--- src/sv/brl_pkg.sv ---
`timescale 1ns / 1ps
`default_nettype none

package brl_pkg;

  localparam int COORD_BITS_DEF = 10;
  localparam int COLOR_BITS     = 16;

  // per-item commands from the top level to the line walker
  typedef struct packed {
    logic load;
    logic step;
  } walk_ctl_t;

endpackage

`default_nettype wire

--- src/sv/brl_setup.sv ---
`timescale 1ns / 1ps
`default_nettype none

module brl_setup #(
  parameter int COORD_BITS = brl_pkg::COORD_BITS_DEF
) (
  input  logic [COORD_BITS-1:0] x_start,
  input  logic [COORD_BITS-1:0] y_start,
  input  logic [COORD_BITS-1:0] x_end,
  input  logic [COORD_BITS-1:0] y_end,
  output logic                  ld_x_neg,
  output logic                  ld_y_neg,
  output logic                  ld_x_major,
  output logic [COORD_BITS+2:0] ld_decision,
  output logic [COORD_BITS+2:0] ld_inc_step,
  output logic [COORD_BITS:0]   ld_twice_minor,
  output logic [COORD_BITS:0]   ld_remaining
);

  logic [COORD_BITS-1:0] abs_dx;
  logic [COORD_BITS-1:0] abs_dy;
  logic [COORD_BITS-1:0] major;
  logic [COORD_BITS-1:0] minor;

  always_comb begin
    ld_x_neg   = x_end < x_start;
    ld_y_neg   = y_end < y_start;
    abs_dx     = ld_x_neg ? (x_start - x_end) : (x_end - x_start);
    abs_dy     = ld_y_neg ? (y_start - y_end) : (y_end - y_start);
    // ties go to the y axis
    ld_x_major = abs_dx > abs_dy;
    major      = ld_x_major ? abs_dx : abs_dy;
    minor      = ld_x_major ? abs_dy : abs_dx;

    ld_twice_minor = {minor, 1'b0};
    ld_decision    = {2'b00, minor, 1'b0} - {3'b000, major};
    // added to the error term when the minor axis advances
    ld_inc_step    = {2'b00, minor, 1'b0} - {2'b00, major, 1'b0};
    ld_remaining   = {1'b0, major} + {{COORD_BITS{1'b0}}, 1'b1};
  end

endmodule

`default_nettype wire

--- src/sv/brl_walker.sv ---
`timescale 1ns / 1ps
`default_nettype none

module brl_walker #(
  parameter int COORD_BITS = brl_pkg::COORD_BITS_DEF
) (
  input  logic                          clk,
  input  logic                          rst,
  input  brl_pkg::walk_ctl_t            ctl,
  input  logic [COORD_BITS-1:0]         ld_x,
  input  logic [COORD_BITS-1:0]         ld_y,
  input  logic                          ld_x_neg,
  input  logic                          ld_y_neg,
  input  logic                          ld_x_major,
  input  logic [COORD_BITS+2:0]         ld_decision,
  input  logic [COORD_BITS+2:0]         ld_inc_step,
  input  logic [COORD_BITS:0]           ld_twice_minor,
  input  logic [COORD_BITS:0]           ld_remaining,
  input  logic [brl_pkg::COLOR_BITS-1:0] ld_color,
  output logic                          busy,
  output logic [COORD_BITS-1:0]         cur_x,
  output logic [COORD_BITS-1:0]         cur_y,
  output logic [brl_pkg::COLOR_BITS-1:0] held_color,
  output logic                          last
);

  logic [COORD_BITS:0]   remaining;
  logic [COORD_BITS+2:0] decision;
  logic [COORD_BITS+2:0] inc_step;
  logic [COORD_BITS:0]   twice_minor;
  logic                  x_step_neg;
  logic                  y_step_neg;
  logic                  x_is_major;

  logic                  minor_adv;
  logic                  x_adv;
  logic                  y_adv;
  logic [COORD_BITS+2:0] decision_next;
  logic [COORD_BITS-1:0] cur_x_next;
  logic [COORD_BITS-1:0] cur_y_next;

  always_comb begin
    minor_adv     = !decision[COORD_BITS+2];
    x_adv         = x_is_major || minor_adv;
    y_adv         = !x_is_major || minor_adv;
    decision_next = decision + (minor_adv ? inc_step : {2'b00, twice_minor});
    cur_x_next    = cur_x;
    cur_y_next    = cur_y;
    if (x_adv) begin
      cur_x_next = x_step_neg ? (cur_x - 1'b1) : (cur_x + 1'b1);
    end
    if (y_adv) begin
      cur_y_next = y_step_neg ? (cur_y - 1'b1) : (cur_y + 1'b1);
    end
    last = remaining == {{COORD_BITS{1'b0}}, 1'b1};
  end

  always_ff @(posedge clk) begin
    if (rst) begin
      busy      <= 1'b0;
      remaining <= '0;
    end else if (ctl.load) begin
      busy      <= 1'b1;
      remaining <= ld_remaining;
    end else if (ctl.step) begin
      busy      <= !last;
      remaining <= remaining - 1'b1;
    end
  end

  always_ff @(posedge clk) begin
    if (ctl.load) begin
      cur_x       <= ld_x;
      cur_y       <= ld_y;
      decision    <= ld_decision;
      inc_step    <= ld_inc_step;
      twice_minor <= ld_twice_minor;
      x_step_neg  <= ld_x_neg;
      y_step_neg  <= ld_y_neg;
      x_is_major  <= ld_x_major;
      held_color  <= ld_color;
    end else if (ctl.step) begin
      cur_x    <= cur_x_next;
      cur_y    <= cur_y_next;
      decision <= decision_next;
    end
  end

endmodule

`default_nettype wire

--- src/sv/bresenham_line_raster_top.sv ---
`timescale 1ns / 1ps
`default_nettype none

// bresenham line rasterizer
// s_axis carries commands: tuser = 1 starts a line from the two end points and
// color in tdata, tuser = 0 is a tick that asks for the next pixel. a start gives
// no pixel; each tick while a line is active gives one pixel on m_axis, with
// tlast set on the line's end point. a tick with no active line gives nothing,
// and a start during a line drops the rest of that line.
// a line from the end points gives max(|dx|, |dy|) + 1 pixels, both ends included.
// a tick's pixel passes the input register, then the output register, to m_axis.
// throughput: one command per cycle unless m_axis stalls; each step is one add on
// the error term and an increment per axis between the input and output registers.
// the output register holds its pixel while m_axis_tready is low; one more
// command is taken into the input register, after which s_axis_tready drops
// until the pixel is taken.
// reset (rst, synchronous) empties both registers and ends any active line.

module bresenham_line_raster_top #(
  parameter int COORD_BITS = brl_pkg::COORD_BITS_DEF,
  localparam int InW  = ((4 * COORD_BITS + brl_pkg::COLOR_BITS + 7) / 8) * 8,
  localparam int OutW = ((2 * COORD_BITS + brl_pkg::COLOR_BITS + 7) / 8) * 8
) (
  input  logic            clk,
  input  logic            rst,
  input  logic            s_axis_tvalid,
  output logic            s_axis_tready,
  // x_start, y_start, x_end, y_end, line_color, zero pad
  input  logic [InW-1:0]  s_axis_tdata,
  // action
  input  logic            s_axis_tuser,
  output logic            m_axis_tvalid,
  input  logic            m_axis_tready,
  // pixel_x, pixel_y, pixel_color, zero pad
  output logic [OutW-1:0] m_axis_tdata,
  // last_pixel
  output logic            m_axis_tlast
);

  localparam int C    = COORD_BITS;
  localparam int CLR  = brl_pkg::COLOR_BITS;
  localparam int UseW = 4 * C + CLR;
  localparam int PixW = 2 * C + CLR;

  logic            in_valid;
  logic            in_action;
  logic [UseW-1:0] in_data;
  logic            advance;

  brl_pkg::walk_ctl_t ctl;

  logic                ld_x_neg;
  logic                ld_y_neg;
  logic                ld_x_major;
  logic [C+2:0]        ld_decision;
  logic [C+2:0]        ld_inc_step;
  logic [C:0]          ld_twice_minor;
  logic [C:0]          ld_remaining;
  logic                busy;
  logic [C-1:0]        cur_x;
  logic [C-1:0]        cur_y;
  logic [CLR-1:0]      held_color;
  logic                last;
  logic [PixW-1:0]     pix_data;

  always_comb begin
    advance       = in_valid && (!m_axis_tvalid || m_axis_tready);
    s_axis_tready = !in_valid || advance;
    ctl.load      = advance && in_action;
    ctl.step      = advance && !in_action && busy;
  end

  always_ff @(posedge clk) begin
    if (rst) begin
      in_valid <= 1'b0;
    end else if (s_axis_tready) begin
      in_valid <= s_axis_tvalid;
    end
  end

  always_ff @(posedge clk) begin
    if (s_axis_tvalid && s_axis_tready) begin
      in_action <= s_axis_tuser;
      in_data   <= s_axis_tdata[UseW-1:0];
    end
  end

  brl_setup #(
    .COORD_BITS(COORD_BITS)
  ) u_setup (
    .x_start        (in_data[C-1:0]),
    .y_start        (in_data[2*C-1:C]),
    .x_end          (in_data[3*C-1:2*C]),
    .y_end          (in_data[4*C-1:3*C]),
    .ld_x_neg       (ld_x_neg),
    .ld_y_neg       (ld_y_neg),
    .ld_x_major     (ld_x_major),
    .ld_decision    (ld_decision),
    .ld_inc_step    (ld_inc_step),
    .ld_twice_minor (ld_twice_minor),
    .ld_remaining   (ld_remaining)
  );

  brl_walker #(
    .COORD_BITS(COORD_BITS)
  ) u_walker (
    .clk            (clk),
    .rst            (rst),
    .ctl            (ctl),
    .ld_x           (in_data[C-1:0]),
    .ld_y           (in_data[2*C-1:C]),
    .ld_x_neg       (ld_x_neg),
    .ld_y_neg       (ld_y_neg),
    .ld_x_major     (ld_x_major),
    .ld_decision    (ld_decision),
    .ld_inc_step    (ld_inc_step),
    .ld_twice_minor (ld_twice_minor),
    .ld_remaining   (ld_remaining),
    .ld_color       (in_data[UseW-1:4*C]),
    .busy           (busy),
    .cur_x          (cur_x),
    .cur_y          (cur_y),
    .held_color     (held_color),
    .last           (last)
  );

  // output register: refilled whenever it is empty or its transfer completes
  always_ff @(posedge clk) begin
    if (rst) begin
      m_axis_tvalid <= 1'b0;
    end else if (!m_axis_tvalid || m_axis_tready) begin
      m_axis_tvalid <= ctl.step;
    end
  end

  always_ff @(posedge clk) begin
    if (ctl.step) begin
      pix_data     <= {held_color, cur_y, cur_x};
      m_axis_tlast <= last;
    end
  end

  always_comb begin
    m_axis_tdata = {{(OutW - PixW){1'b0}}, pix_data};
  end

endmodule

`default_nettype wire

--- config.mk ---
export PLATFORM = sky130hd
export DESIGN_NAME = bresenham_line_raster_top
export DESIGN_NICKNAME = d
export VERILOG_FILES = /design/src/sv/brl_pkg.sv /design/src/sv/brl_setup.sv /design/src/sv/brl_walker.sv /design/src/sv/bresenham_line_raster_top.sv
export SDC_FILE = /design/constraint.sdc
export NUM_CORES = 1
export LEC_CHECK = 0
export BUFFER_PORTS_ARGS = -buffer_cell sky130_fd_sc_hd__clkbuf_2
export CAP_MARGIN = 10
export CELL_PAD_IN_SITES_DETAIL_PLACEMENT = 0
export CELL_PAD_IN_SITES_GLOBAL_PLACEMENT = 2
export CORE_MARGIN = 10
export CORE_UTILIZATION = 40
export CTS_CLUSTER_SIZE = 25
export DETAILED_ROUTE_END_ITERATION = 7
export PLACE_DENSITY_LB_ADDON = 0.1
export SKIP_CTS_REPAIR_TIMING = 1
export SYNTH_ARGS = -nofsm -noshare
export SYNTH_HDL_FRONTEND = slang
export SYNTH_SLANG_ARGS = --single-unit
--- constraint.sdc ---
create_clock -name clk -period 22.2 [get_ports clk]
set_clock_uncertainty 0.05 [all_clocks]
set_input_delay 3.33 -clock clk [delete_from_list [all_inputs] [get_ports clk]]
set_output_delay 3.33 -clock clk [all_outputs]
set_load 0.05 [all_outputs]
# Yosys cells after proc, flatten, opt, wreduce, memory -nomap -nowiden
# Index checks and enable logic that the tools add are counted.
# classes
addsub	13
order_cmp	3
eq_ne	1
n_mux	19
reduce_logical	20
# ops
cell	n
10-bit 2-to-1 mux	12
10-bit subtractor	4
13-bit 2-to-1 mux	3
11-bit 2-to-1 mux	2
10-bit by 1-bit adder with 10-bit output, second input constant	2
10-bit < comparator	2
10-bit by 1-bit subtractor with 10-bit output, second input constant	2
13-bit adder	1
11-bit by 10-bit subtractor with 12-bit output	1
11-bit by 11-bit subtractor with 12-bit output	1
10-bit by 1-bit adder with 11-bit output, second input constant	1
11-bit by 1-bit equality test with 1-bit output, second input constant	1
11-bit by 1-bit subtractor with 11-bit output, second input constant	1
10-bit greater-than comparator	1
1-bit zero test	6
2-bit nonzero test	3
1-bit logical AND	5
1-bit logical OR	4
2-bit AND reduction	2
1-bit 2-to-1 mux	2
# word_totals
reg_bits	183
inputBits	61
elab_cells	73

# Longest topological paths before layout
# Gate-level depths: netlist of the first run.
# logic_depth
word_depth	7
ltp_mapped	35
mapped_depth_nobuf	31

# Modules after synthesis
# Synthesis of the first run repeated with hierarchy kept, for this count alone.
# hier_totals
hier_cells	1047
hier_area_um2	11350.9
# modules_own_cells
module	instances	cells_each	area_per_inst_um2
brl_walker	1	401	4715.8
brl_setup	1	536	3662.3
bresenham_line_raster_top	1	110	2972.9

# Worst setup path before layout of the first run
# No wires, ideal clock.
# synth_timing
path_type	in2out
from	input port m_axis_tready
to	output port s_axis_tready
arrival_ps	3813
required_ps	18820
path_slack_ps	15007
path_stages	1
path_buffers	0
path_cell_list	nand3b_1
# synth_via
elab_chain_cells	3
# synth_lines
element	line	rtl
from (decl)	bresenham_line_raster_top.sv:33	input logic m_axis_tready,
1-bit logical OR	bresenham_line_raster_top.sv:67	advance = in_valid && (!m_axis_tvalid || m_axis_tready);
1-bit logical AND	bresenham_line_raster_top.sv:67	
1-bit logical OR	bresenham_line_raster_top.sv:68	s_axis_tready = !in_valid || advance;
to (decl)	bresenham_line_raster_top.sv:27	output logic s_axis_tready,
# No other way between the ends.

# Worst setup path in the final report of the first run
# layout_timing
from	register in_data[30]
to	register u_walker.decision[8] (data pin)
# layout_via
elab_chain_cells	6
# layout_lines
element	line	rtl
from (decl)	bresenham_line_raster_top.sv:47	logic [UseW-1:0] in_data;
from (signal assigned)	bresenham_line_raster_top.sv:84	in_data <= s_axis_tdata[UseW-1:0];
10-bit < comparator (*)	brl_setup.sv:27	ld_y_neg = y_end < y_start;
net ld_y_neg	bresenham_line_raster_top.sv:53	logic ld_y_neg;
10-bit 2-to-1 mux (*)	brl_setup.sv:29	abs_dy = ld_y_neg ? (y_start - y_end) : (y_end - y_start);
10-bit greater-than comparator	brl_setup.sv:31	ld_x_major = abs_dx > abs_dy;
10-bit 2-to-1 mux, on equally long branches	brl_setup.sv:33, brl_setup.sv:32	
11-bit by 10-bit subtractor with 12-bit output (*)	brl_setup.sv:36	ld_decision = {2'b00, minor, 1'b0} - {3'b000, major};
13-bit 2-to-1 mux (*)	brl_walker.sv:72	if (ctl.load) begin
to (signal assigned)	brl_walker.sv:75	decision <= ld_decision;
to (signal assigned)	brl_walker.sv:85	decision <= decision_next;
to (decl)	brl_walker.sv:28	logic [COORD_BITS+2:0] decision;
# Mark *: on every way through the listed nets, which the timed path passes. The rest lies on a longest branch.
# A chain may end at the register's enable or synchronous reset.

==> results of run 1 <==
-- logic make-up (layout without fill, tap and decap cells) --
logic type / count (synthesis) / in the layout
flip-flops: 180 / 180
AND/OR/NAND/NOR: 215 / 215
buffers and inverters: 125 / 238
other: 1 / 4
XOR/XNOR: 66 / 66
AO/OA/AOI/OAI: 253 / 253
multiplexers: 26 / 26
adder cells (fa/ha/maj): 93 / 93
-- layer usage --
layer	vias to the layer above	share of wire	routed length [um]
met3	19	0.037	963
met1	3501	0.49	12600
li1	3672	-	-
met5	-	0	0
met2	131	0.47	12100
met4	0	0.010	263
-- power groups by stage --
stage | clock network (mW) | registers, mW | logic (mW)
final | 0.323 | 0.424 | 0.572
after global routing | 0.346 | 0.426 | 0.639
after CTS | 0.333 | 0.424 | 0.573
after detailed placement | 0 | 0.432 | 0.569
after global placement | 0 | 0.431 | 0.573
after floorplan | 0 | 0.429 | 0.435
-- final cells by class --
class	count	area (um^2)
multi-input cells	657	4880
repair buffers	106	548
inverters	100	380
flip-flops and latches	180	5270
clock inverters	15	189
fillers	2503	14000
well taps	335	419
clock buffers	17	425
-- state kept, by name (all words and copies together) (netlist names) --
name,cells
m_axis_tlast,1
in_data,56
pix_data,36
u_walker.busy,1
u_walker.decision,12
u_walker.cur_y,10
u_walker.twice_minor,10
u_walker.cur_x,10
in_valid,1
u_walker.x_is_major,1
m_axis_tvalid,1
u_walker.remaining,11
u_walker.x_step_neg,1
in_action,1
u_walker.inc_step,11
u_walker.y_step_neg,1
u_walker.held_color,16
-- critical path, delay by kind of cell (launching register included) --
kind | cells | cell delay (ns)
xor+xnor | 1 | 0.18
flops | 1 | 0.39
simple gates | 4 | 0.48
buf+inv | 5 | 0.86
fa+ha+maj | 5 | 1.43
mux | 1 | 0.36
compound gates | 14 | 3.37
-- cell usage after synthesis, drive strengths merged (4+ instances only) --
cell	instances	area share
nand3	13	0.0061
nand3b	7	0.0049
o211ai	9	0.0064
inv	100	0.036
or3	6	0.0040
a211oi	15	0.011
nor2	63	0.022
o21ai	45	0.022
a21oi	87	0.043
xor2	21	0.018
clkbuf	8	0.0028
a31oi	9	0.0073
nand2b	14	0.0082
o22ai	4	0.0024
ha	82	0.097
maj3	4	0.0042
nor3	11	0.0052
a211o	5	0.0041
and3	5	0.0029
o21a	11	0.0078
o31ai	5	0.0035
xnor2	45	0.037
nand2	59	0.021
buf	17	0.0095
and2	16	0.0094
dfxtp	14	0.026
a2111oi	4	0.0057
nor2b	6	0.0035
edfxtp	166	0.47
o21bai	7	0.0049
fa	7	0.013
a21o	25	0.018
mux2i	8	0.0079
mux2	16	0.017
-- final timing paths --
check | to | slack, ns | cells past startpoint
worst max-delay path | u_walker.decision[8] | 14.77 | 30
worst min-delay path | u_walker.held_color[5] | 0.37 | 0
worst max register to register | u_walker.decision[8] | 14.77 | 30
worst min register to register | u_walker.held_color[5] | 0.37 | 0
-- stage by stage --
stage / power, mW / cells / setup WS (ns) / utilization
6_report: 1.32 / 1410 / 14.77 / 0.463
5_1_grt: 1.41 / 1410 / 14.12 / 0.463
4_1_cts: 1.33 / 1410 / 14.82 / 0.463
3_5_place_dp: 1.00 / 1378 / 14.83 / 0.440
3_3_place_gp: 1.00 / 1378 / 14.97 / 0.440
2_1_floorplan: 0.863 / 962 / 15.01 / -
==> results by group, run 1 <==
Outcome
  – Status: completed

Clocking
  – Clock sinks: 180
  – Worst skew pair latency: between 0.4 and 0.5 ns
  – CTS tree: done
  – CTS max path bufs: 2
  – TritonCTS Buffers: 17
  – CTS Root Cell: clkbuf_16
  – Clock-pin slew on the worst setup and hold paths: 0.08 ns
  – Htree depth: 4

Worst setup path
  – Worst endpoint required time: roughly 22 ns
  – Worst Path Max Fanout: 33
  – Setup CP Type: register to register
  – Crit path arrival time: ~7.5 ns
  – Slowest cell delay on critical path: about 0.43 ns
  – Startpoint types: register
  – R2r startpoint: in_data[30]
  – CP startpoint: in_data[30]
  – Slowest CP cell: inv_2
  – Critical path capture point type: register

Global route
  – Vias in the first global route: between 7000 and 8000
  – First-pass GRT wire length: just over 40000 um
  – GR peak layer: met2
  – Met1 Usage GRT: 0.211
  – Largest net degree at the start of global routing: 74
  – Gr ovfl total: 0
  – Initial antenna violation count: 0
  – GR Layer Usage met3: 0.0269
  – GR Util met2: 0.259
  – Total track usage: 0.157

Detailed routing
  – Vias post-DR: between 7000 and 8000
  – Final WL: 26000 um
  – Final antenna-violating net count: 0
  – WL/cell: 18.4 um
  – DR vias/cell: approximately 5.2
  – Drt drc: 0
  – Initial DRC count: between 400 and 500
  – Total iterations of the first detailed-routing run: 5

Floorplan
  – Row Count: ~60
  – Initial Util: 0.407
  – Die width: 183 um
  – IO Pins: 104
  – Die area: roughly 0.033 mm^2
  – Core ar.: roughly 0.026 mm^2
  – Die H: 183 um

Final layout
  – ANT cells: 0
  – Final nets: 1212
  – Final non-filler cell area: 0.0121 mm^2
  – Area Growth Syn to Fin: 13.9%
  – Layout cell share with drive strength beyond 1: 0.177
  – Most frequent cells in the layout: edfxtp_1 (166), clkbuf_2 (99), inv_1 (95)
  – Commonest non-fill, non-tap cell in the layout: edfxtp_1

Min path
  – Hold Crit Class: register to register
  – Hold Startpoint: in_data[45]

Timing
  – Fin. Hold Viols: 0
  – Worst-Margin Slew: a little over 0.9 ns
  – Final setup vio count: 0
  – Minimum clock period: 7.43 ns
  – Max Clk Rate: ~130 MHz
  – Period utilisation layout: 0.335
  – Hold Slack: about 0.37 ns
  – Unrepaired setup endpoints after global routing: no
  – Final setup TNS: 0 ns
  – Slew Limit Fails: 0
  – Rel. slew slack: 0.387

Synth
  – Post-synthesis mux area share: 0.0294
  – Compound-cell area share of the yosys netlist: 0.159
  – Synth unique cells: 79
  – Async set-reset flop share out of synthesis: 0
  – EDFF count, synth: around 170
  – Synth Area in XOR/XNOR: 0.0551
  – Synthesis Warnings: 0
  – Cell area after synthesis: approximately 0.011 mm^2
  – Post-Synth Simple-Gate Area: 0.0983
  – Avg Inst Size Synth: between 10 and 15 um^2
  – Post-Synthesis Cells: between 900 and 1000
  – Sequential area share after synthesis: 0.495
  – Main combinational cell family by area after synthesis: compound AO/OA/AOI/OAI gates
  – Synth Flop Type: edfxtp_1
  – FF+latch count, synth: 180
  – Synth Area in Adders: 0.114

Placed design
  – Post-placement cell area: ~0.011 mm^2
  – Hpwl dp: a little under 20000 um
  – # port buffers: just under 100
  – GP Congestion: about 0.88

Pwr
  – Clock share of power: 0.245
  – Leak: ~5 nW
  – Sw frac: 0.388
  – P per Cell Area: 109 mW/mm^2
  – Internal power: 807 uW
  – Peak VDD IR: a little under 0.05 mV
  – Seq pwr share: 0.321
  – Net switching power figure: about 510 uW
  – Combinational share of power: 0.434

Flow run
  – Max Cap Viol: 0
Note: power is estimated with default switching activity, not from simulation.
==> run 2: changes to the inputs <==
--- a/config.mk
+++ b/config.mk
@@ -10,7 +10,7 @@
 export CELL_PAD_IN_SITES_DETAIL_PLACEMENT = 0
 export CELL_PAD_IN_SITES_GLOBAL_PLACEMENT = 2
 export CORE_MARGIN = 10
-export CORE_UTILIZATION = 40
+export CORE_UTILIZATION = 36
 export CTS_CLUSTER_SIZE = 25
 export DETAILED_ROUTE_END_ITERATION = 7
 export PLACE_DENSITY_LB_ADDON = 0.1
==> constraint.sdc (replaced) <==
create_clock -name clk -period 6.5 [get_ports clk]
set_clock_uncertainty 0.05 [all_clocks]
set_input_delay 0.975 -clock clk [delete_from_list [all_inputs] [get_ports clk]]
set_output_delay 0.975 -clock clk [all_outputs]
set_load 0.05 [all_outputs]
==> run 2 against run 1 <==
  * Critical path depth rose by 1
  * Largest cell class unchanged
  * First-iteration DRC count shrank 13%
  * Sequential share of layout area decreased by 1.9 points
  * Non-clock buffer count is 41 higher
  * Final cell count is 6.4% higher
  * Worst setup slack got worse by 15 ns
==> results by group, run 2 (same netlist as run 1, synthesis figures left out) <==
Pwr
  – P per Cell Area: approximately 370 mW/mm^2
  – Total power: about 4.7 mW
  – Peak VDD IR: between 0.2 and 0.25 mV
  – Leak: just over 5 nW

Final layout
  – Layout cell share with drive strength beyond 1: 0.229
  – Fillers: ~2800
  – Final non-filler cell area: 0.0126 mm^2
  – Reg with most FFs: in_data
  – Most frequent cells in the layout: edfxtp_1 (166), clkbuf_2 (99), inv_1 (94)
  – Max reg flops: 56
  – Top flop regs: in_data: 56 flops, pix_data: 36 flops, u_walker.held_color: 16 flops
  – Storage cell area: 0.00527 mm^2
  – ANT cells: 0
  – Post-route insts no fill: 1500
  – Multi-input gate area: around 0.0050 mm^2
  – Area Growth Syn to Fin: 19.0%
  – Commonest non-fill, non-tap cell in the layout: edfxtp_1
  – Final nets: between 1000 and 1500

Placed design
  – GP Congestion: ~0.89
  – Post-placement cell area: roughly 0.012 mm^2
  – # port buffers: 99
  – Placed Instances: ~1500
  – Hpwl dp: between 20000 and 25000 um
  – Dpl ws: between 0.02 and 0.025 ns

Clocking
  – CTS Root Cell: clkbuf_16
  – Clock sinks: between 150 and 200
  – Clock-pin slew on the worst setup and hold paths: 0.08 ns
  – CTS max path bufs: 2
  – Htree depth: 4
  – TritonCTS Buffers: 17
  – CTS tree: done
  – Worst skew pair latency: around 0.44 ns

Detailed routing
  – WL/cell: roughly 18 um
  – Final antenna-violating net count: 0
  – Total iterations of the first detailed-routing run: 5
  – Final WL: 27200 um
  – Drt drc: 0
  – Vias post-DR: 7424
  – Initial DRC count: 358
  – DR vias/cell: 4.95

Worst setup path
  – Worst Path Max Fanout: 6
  – Startpoint types: register
  – Slowest CP cell: or4_1
  – CP bufs+invs: 4
  – Critical path capture point type: register
  – Crit path arrival time: 6.59 ns
  – Slowest cell delay on critical path: between 0.4 and 0.5 ns
  – Setup CP Type: register to register
  – Worst endpoint required time: 6.74 ns
  – Crit path max-delay family: compound AO/OA/AOI/OAI gates

Timing
  – Final worst setup slack: about 0.14 ns
  – Period utilisation layout: 0.978
  – Final setup TNS: 0 ns
  – Minimum clock period: between 6 and 7 ns
  – Unrepaired setup endpoints after global routing: yes
  – Slew Limit Fails: 0
  – Final setup vio count: 0
  – Max Clk Rate: 157 MHz
  – Fin. Hold Viols: 0
  – Worst-Margin Slew: roughly 0.90 ns
  – Rel. slew slack: 0.400

Floorplan
  – Die H: 192 um
  – Core ar.: 0.0289 mm^2
  – Die area: around 0.037 mm^2
  – Initial Util: 0.367
  – IO Pins: 104
  – Row Count: 62
  – Die width: between 150 and 200 um

Global route
  – Vias in the first global route: 7501
  – Total track usage: 0.150
  – Largest net degree at the start of global routing: just under 60
  – Initial antenna violation count: 0
  – First-pass GRT wire length: around 42000 um
  – Gr ovfl total: 0

Outcome
  – Status: completed

Min path
  – Hold Crit Class: register to register

Flow run
  – Max Cap Viol: 0
==> run 2: changes by cell type in the layout (fill, tap and decap cells not counted), moves of 3 or more <==
cell	change
a21oi_1	-3
a21oi_2	+3
buf_4	+41
clkinv_8	+4
ha_1	-4
inv_6	+4
inv_8	-4
o21ai_0	-4
==> run 2: path summary, 6_finish.rpt <==
kind	slack, ns	endpoint	from	cells past startpoint
worst min register to register	0.37	pix_data[20]	u_walker.held_color[0]	0
worst min-delay path	0.37	pix_data[20]	u_walker.held_color[0]	0
worst max-delay path	0.14	u_walker.decision[8]	in_data[30]	31
worst max register to register	0.14	u_walker.decision[8]	in_data[30]	31
==> run 2: per-layer routing <==
metal,wire length (um),track usage,vias up
li1,-,-,3761
met1,13500,0.205,3512
met5,0,0,-
met2,12200,0.239,135
met4,289,0.0334,0
met3,1170,0.0296,16
==> run 2: area by class of cell <==
type,instances,share of cell area
Clock buffer,18,0.0347
Clock inverter,14,0.0141
Inverter,100,0.0309
Multi-Input combinational cell,657,0.398
Sequential cell,180,0.416
Tap cell,384,0.0380
Timing Repair Buffer,147,0.0677
==> run 2: stage by stage <==
step	utilization	hold WS (ns)
floorplan	-	0.350
global placement	0.409	0.351
detailed placement	0.409	0.355
CTS	0.430	0.373
global route	0.437	0.376
finish	0.437	0.371
==> run 2: report_power, final <==
| group | leakage, nW | switching [mW] | internal (mW) |
|---|---|---|---|
| clock network | 0.298 | 0.533 | 0.535 |
| logic | 3.22 | 1.27 | 0.922 |
| registers | 1.67 | 0.0382 | 1.41 |
| total | 5.19 | 1.84 | 2.86 |
